File: config.mk
export PLATFORM = sky130hd
export DESIGN_NAME = pfa_ctrl
export DESIGN_NICKNAME = d
export VERILOG_FILES = /design/src/design/pfa_pkg.sv /design/src/design/pfa_ctrl.sv
export SDC_FILE = /design/constraint.sdc
export NUM_CORES = 1
export LEC_CHECK = 0
export ABC_CLOCK_PERIOD_IN_PS = 1620
export BUFFER_PORTS_ARGS = -buffer_cell sky130_fd_sc_hd__buf_4
export CAP_MARGIN = 10
export CORE_AREA = 2 2 39 41
export DETAILED_ROUTE_END_ITERATION = 10
export DIE_AREA = 0 0 41 43
export SYNTH_ARGS = -nofsm -noshare
export SYNTH_HDL_FRONTEND = slang
export SYNTH_SLANG_ARGS = --single-unit
export TNS_END_PERCENT = 50
File: constraint.sdc
create_clock -name clk -period 1.62 [get_ports clk]
set_clock_uncertainty 0.15 [all_clocks]
set_input_delay 0.162 -clock clk [delete_from_list [all_inputs] [get_ports clk]]
set_output_delay 0.162 -clock clk [all_outputs]
set_load 0.005 [all_outputs]
File: src/design/pfa_pkg.sv
package pfa_pkg;

    localparam int DATA_WIDTH_DEF = 32;
    localparam int FRAC_BITS_DEF  = 16;
    localparam int TIME_W         = 32;
    localparam int TIME_FRAC      = 24;
    localparam int STATUS_W       = 2;
    localparam int CFG_IDX_W      = 3;

    localparam logic [STATUS_W-1:0] ST_COMPUTED     = 2'd0;
    localparam logic [STATUS_W-1:0] ST_NOT_COMPUTED = 2'd1;
    localparam logic [STATUS_W-1:0] ST_CLEARED      = 2'd2;

    localparam logic [CFG_IDX_W-1:0] REG_GAIN_P  = 3'd0;
    localparam logic [CFG_IDX_W-1:0] REG_GAIN_I  = 3'd1;
    localparam logic [CFG_IDX_W-1:0] REG_GAIN_D  = 3'd2;
    localparam logic [CFG_IDX_W-1:0] REG_GAIN_FF = 3'd3;
    localparam logic [CFG_IDX_W-1:0] REG_WINDUP  = 3'd4;
    localparam logic [CFG_IDX_W-1:0] REG_OUT_MIN = 3'd5;
    localparam logic [CFG_IDX_W-1:0] REG_OUT_MAX = 3'd6;

    localparam logic [TIME_W-1:0] DT_MIN = 32'd2;

    // datapath operation codes
    localparam int OP_W = 4;
    localparam logic [OP_W-1:0] OP_NONE    = 4'd0;
    localparam logic [OP_W-1:0] OP_LOAD    = 4'd1;
    localparam logic [OP_W-1:0] OP_MUL_P   = 4'd2;
    localparam logic [OP_W-1:0] OP_MUL_KI  = 4'd3;
    localparam logic [OP_W-1:0] OP_MUL_I   = 4'd4;
    localparam logic [OP_W-1:0] OP_CLAMP_I = 4'd5;
    localparam logic [OP_W-1:0] OP_MUL_FF  = 4'd6;
    localparam logic [OP_W-1:0] OP_MUL_D   = 4'd7;
    localparam logic [OP_W-1:0] OP_DIV_INIT = 4'd8;
    localparam logic [OP_W-1:0] OP_DIV_STEP = 4'd9;
    localparam logic [OP_W-1:0] OP_SUM     = 4'd10;
    localparam logic [OP_W-1:0] OP_CLEAR   = 4'd11;
    localparam logic [OP_W-1:0] OP_SKIP    = 4'd12;
    localparam logic [OP_W-1:0] OP_MUL_IH  = 4'd13;

    typedef struct packed {
        logic [OP_W-1:0] op;
    } pfa_cmd_t;

    typedef struct packed {
        logic first;
        logic dt_small;
        logic div_last;
    } pfa_stat_t;

endpackage

File: src/design/pfa_ctrl.sv
module pfa_ctrl
    import pfa_pkg::*;
(
    input  logic      clk,
    input  logic      rst_n,
    input  logic      s_tvalid,
    output logic      s_tready,
    input  logic      mode,
    output logic      in_load,
    output logic      m_tvalid,
    input  logic      m_tready,
    output pfa_cmd_t  cmd,
    input  pfa_stat_t stat
);
    localparam logic [3:0] S_IDLE  = 4'd0;
    localparam logic [3:0] S_CHECK = 4'd1;
    localparam logic [3:0] S_LOAD  = 4'd2;
    localparam logic [3:0] S_MP    = 4'd3;
    localparam logic [3:0] S_KI    = 4'd4;
    localparam logic [3:0] S_MI    = 4'd5;
    localparam logic [3:0] S_CI    = 4'd6;
    localparam logic [3:0] S_FF    = 4'd7;
    localparam logic [3:0] S_MD    = 4'd8;
    localparam logic [3:0] S_DI    = 4'd9;
    localparam logic [3:0] S_DS    = 4'd10;
    localparam logic [3:0] S_SUM   = 4'd11;
    localparam logic [3:0] S_OUT   = 4'd12;
    localparam logic [3:0] S_MH    = 4'd13;

    logic [3:0] state_reg, state_next;
    logic       mode_reg;
    logic       busy;

    assign busy     = state_reg != S_IDLE && !(state_reg == S_OUT && m_tready);
    assign s_tready = !busy;
    assign in_load  = s_tvalid && s_tready;
    assign m_tvalid = state_reg == S_OUT;

    always_comb
    begin
        state_next = state_reg;
        cmd.op     = OP_NONE;
        case (state_reg)
            S_IDLE, S_OUT:
            begin
                if (in_load)
                begin
                    state_next = S_CHECK;
                end
                else if (state_reg == S_OUT && m_tready)
                begin
                    state_next = S_IDLE;
                end
            end
            S_CHECK:
            begin
                if (mode_reg)
                begin
                    cmd.op     = OP_CLEAR;
                    state_next = S_OUT;
                end
                else if (stat.first || stat.dt_small)
                begin
                    cmd.op     = OP_SKIP;
                    state_next = S_OUT;
                end
                else
                begin
                    state_next = S_LOAD;
                end
            end
            S_LOAD: begin cmd.op = OP_LOAD;     state_next = S_MP; end
            S_MP:   begin cmd.op = OP_MUL_P;    state_next = S_KI; end
            S_KI:   begin cmd.op = OP_MUL_KI;   state_next = S_MI; end
            S_MI:   begin cmd.op = OP_MUL_I;    state_next = S_MH; end
            S_MH:   begin cmd.op = OP_MUL_IH;   state_next = S_CI; end
            S_CI:   begin cmd.op = OP_CLAMP_I;  state_next = S_FF; end
            S_FF:   begin cmd.op = OP_MUL_FF;   state_next = S_MD; end
            S_MD:   begin cmd.op = OP_MUL_D;    state_next = S_DI; end
            S_DI:   begin cmd.op = OP_DIV_INIT; state_next = S_DS; end
            S_DS:
            begin
                cmd.op = OP_DIV_STEP;
                if (stat.div_last)
                begin
                    state_next = S_SUM;
                end
            end
            S_SUM:  begin cmd.op = OP_SUM;      state_next = S_OUT; end
            default: state_next = S_IDLE;
        endcase
    end

    always_ff @(posedge clk or negedge rst_n)
    begin
        if (!rst_n)
        begin
            state_reg <= S_IDLE;
            mode_reg  <= 1'b0;
        end
        else
        begin
            state_reg <= state_next;
            if (in_load)
            begin
                mode_reg <= mode;
            end
        end
    end

`ifndef SYNTHESIS
    a_no_accept_busy: assert property (@(posedge clk) disable iff (!rst_n)
        (state_reg != S_IDLE && state_reg != S_OUT) |-> !s_tready)
        else $error("accept while busy");
    a_out_hold: assert property (@(posedge clk) disable iff (!rst_n)
        (m_tvalid && !m_tready) |=> m_tvalid)
        else $error("result dropped");
    a_div_end: assert property (@(posedge clk) disable iff (!rst_n)
        (state_reg == S_DS && stat.div_last) |=> state_reg == S_SUM)
        else $error("divider sequencing");
`endif
endmodule

==> metrics.txt <==
CP Data Arrival Time=1.44 ns; fmax=572.3 MHz; simple logic cell fraction of the synthesized area=0.2826; GR Util All Layers=0.1897; Final min period=1.747 ns; met2 wire len=663 um; Max IR drop VDD=0.8350 mV; clock power share=0.090; io pins=15; EDFF count, synth=0; area taken by flip-flops and latches=126.4 um2; slew margin rel.=0.7901; failing checks=setup timing; die area=1763 um2; crit-path leading delay family=simple AND/OR/NAND/NOR gates; Crit. End Element=primary output; LEAKAGE=0.3539 nW; R2R setup slack=0.10 ns; Worst EP required=1.31 ns; postcts setup bufs=0; area grow syn2layout=40.82%; hold_ws=0.1137 ns; final core occ=0.5271; RSZ-0062 raised after global routing=yes; Top FF cell, synth=dfrtp_1; CTS tree=done; post-synthesis compound-gate area fraction=0.3213; Post-Route WL=1359 um; total grt overflow=0; highest metal used=met4; R2R depth=5; vias in the first global route=516; largest family of logic cells by synthesized area=compound AO/OA/AOI/OAI gates; initial antenna violation count=0; dpl hpwl=1063 um; mux cell area share after synthesis=0.02899; I/O Buffers=14; synth unique cells=30; die height=43 um; Worst-path clk slew=0.04 ns; max cap viols=0; layout cells sized above 1=0.3977; WS Path Type=reg2out; largest net degree at the start of global routing=13; max reg flops=4; crit-path max FO=3; top-area cell type share of the netlist area=0.2415; Core Area=1384 um2; Residual DRC=0; synth top area cells=dfrtp_1, o21ai_0, nor2_1, buf_2, o21bai_1; startpoint types=flip-flop; number of diodes=0; multi-input logic area=352.8 um2; clock root cell=clkbuf_4; Power, Total=1.539 mW; fin nets=97; Async S/R FF share, synth=1.000; Syn Nets=73; Rows=14; slowest stage cell, crit path=or3b_4; clock latency on the worst-skew pair=0.24 ns; final max-slew violation count=0; Setup-failing EPs final=5; Logic pwr share=0.721; post-route setup slack=-0.1274 ns; switching power=649.1 uW; drt pass-1 iters=4; Flop pwr share=0.189; ANT nets after route=0; Mapped Cells=65; Metal-1 WL=643 um; fillers=144; drt via density=5.462; DR WL/cell=13.07 um; switching part of the total power=0.4217; CTS Buf Count=3; vias=568; first-pass GRT wire length=2256 um; post-synthesis adder-cell area fraction=0; Placer Congestion=0.7510; actual slew at the worst max-slew pin=0.3120 ns; FF-to-FF Start=state_reg[2]$_DFFE_PN0P_; H-tree levels=1; Cells after DPL=98; CP Cell Sequence=or3b_4 > a21o_1 > a22oi_2 > buf_4; Post-Synthesis Cell Area=518.0 um2; RR Endpoint=state_reg[0]$_DFFE_PN0P_; XOR/XNOR Fraction of Synth Area=0.03382; Commonest cells post-synth=nor2_1, o21ai_0, buf_2, dfrtp_1, nand2_1; Yosys reg bits=5; Final Instance Count excl. Fillers=104; Period Utilization, post-route=1.079; Clock Tree Buf Depth=2; Die X=41 um; leading area contributor after synthesis=dfrtp_1; Iter 0 DRT Violations=4; post-synthesis sequential area ratio=0.2415; CP max stage delay=0.40 ns; Yosys warnings=0; met3 routed WL=39 um; Fin. Hold Viols=0; critical path depth in cells=4; outcome=complete, but fails checks; Mean Syn Cell Area=7.969 um2; Initial Util=0.3743; WP buf/inv=1; Hold Crit Class=in2async; top-count cell post-synth=nor2_1; power per cell area=2110 nW/um2; CTS Sinks=5; internal power=890.2 uW
-- logic make-up (layout without fill, tap and decap cells) --
logic type      count (synthesis)  count (layout)
flops                           5               5
mux                             1               1
xor+xnor                        2               2
simple gates                   27              27
buf+inv                         9              32
compound gates                 21              21
-- cell usage in the layout (no fill, tap or decap), types with 2 or more instances in the layout --
cell type,count
buf_4,23
nor2_1,6
o21ai_0,6
nand2_1,4
dfrtp_1,4
inv_1,3
o21bai_1,3
nor3_1,3
clkbuf_4,3
xor2_1,2
a21o_1,2
a22o_1,2
and2b_1,2
nor4_1,2
dlygate4sd3_1,2
-- per-layer routing --
layer / global-route usage / vias up
met5: 0 / -
met4: 0.08000 / 0
met3: 0.04712 / 2
met2: 0.2750 / 11
met1: 0.2582 / 274
li1: - / 281
-- through the flow --
| stage | setup slack, ns | setup TNS [ns] | instance area, um2 |
|---|---|---|---|
| global placement | 0.1168 | 0 | 674.4 |
| global route | -0.1977 | -0.9273 | 729.5 |
| floorplan | 0.1948 | 0 | 518.0 |
| CTS | -0.1495 | -0.3670 | 715.7 |
| finish | -0.1274 | -0.3030 | 729.5 |
| detailed placement | 0.1102 | 0 | 674.4 |
-- area by class of cell --
type | count | area share
multi-input cells | 51 | 0.4837
repair buffers | 25 | 0.2642
flip-flops and latches | 5 | 0.1732
clock buffers | 4 | 0.03602
well taps | 16 | 0.02744
inverters | 3 | 0.01544
-- power groups by stage --
stage                     logic, mW  clock network [mW]  registers, mW
after floorplan               0.730                   0          0.235
after global placement         1.08                   0          0.281
after detailed placement       1.08                   0          0.284
after CTS                      1.10               0.144          0.284
after global routing           1.21               0.158          0.307
final                          1.11               0.138          0.291
-- worst max-delay path by stage --
stage	slack (ns)	endpoint	start
after CTS	-0.15	cmd[0]	state_reg[2]$_DFFE_PN0P_
after detailed placement	0.11	mode_reg$_DFFE_PN0P_	state_reg[0]$_DFFE_PN0P_
after global routing	-0.20	cmd[0]	state_reg[3]$_DFFE_PN0P_
after floorplan	0.19	cmd[0]	state_reg[3]$_DFFE_PN0P_
final	-0.13	cmd[0]	state_reg[3]$_DFFE_PN0P_
after global placement	0.12	mode_reg$_DFFE_PN0P_	state_reg[0]$_DFFE_PN0P_
-- repair_timing --
action / 4_1_cts / 5_1_grt
gates cloned: 0 / 0
endpoints found under the setup margin: 6 / 7
endpoints found under the hold margin: 5 / 1
pin swaps: 3 / 1
hold buffers: 1 / 1
gates resized for setup: 2 / 2
Power figures use the tool's default switching activity.
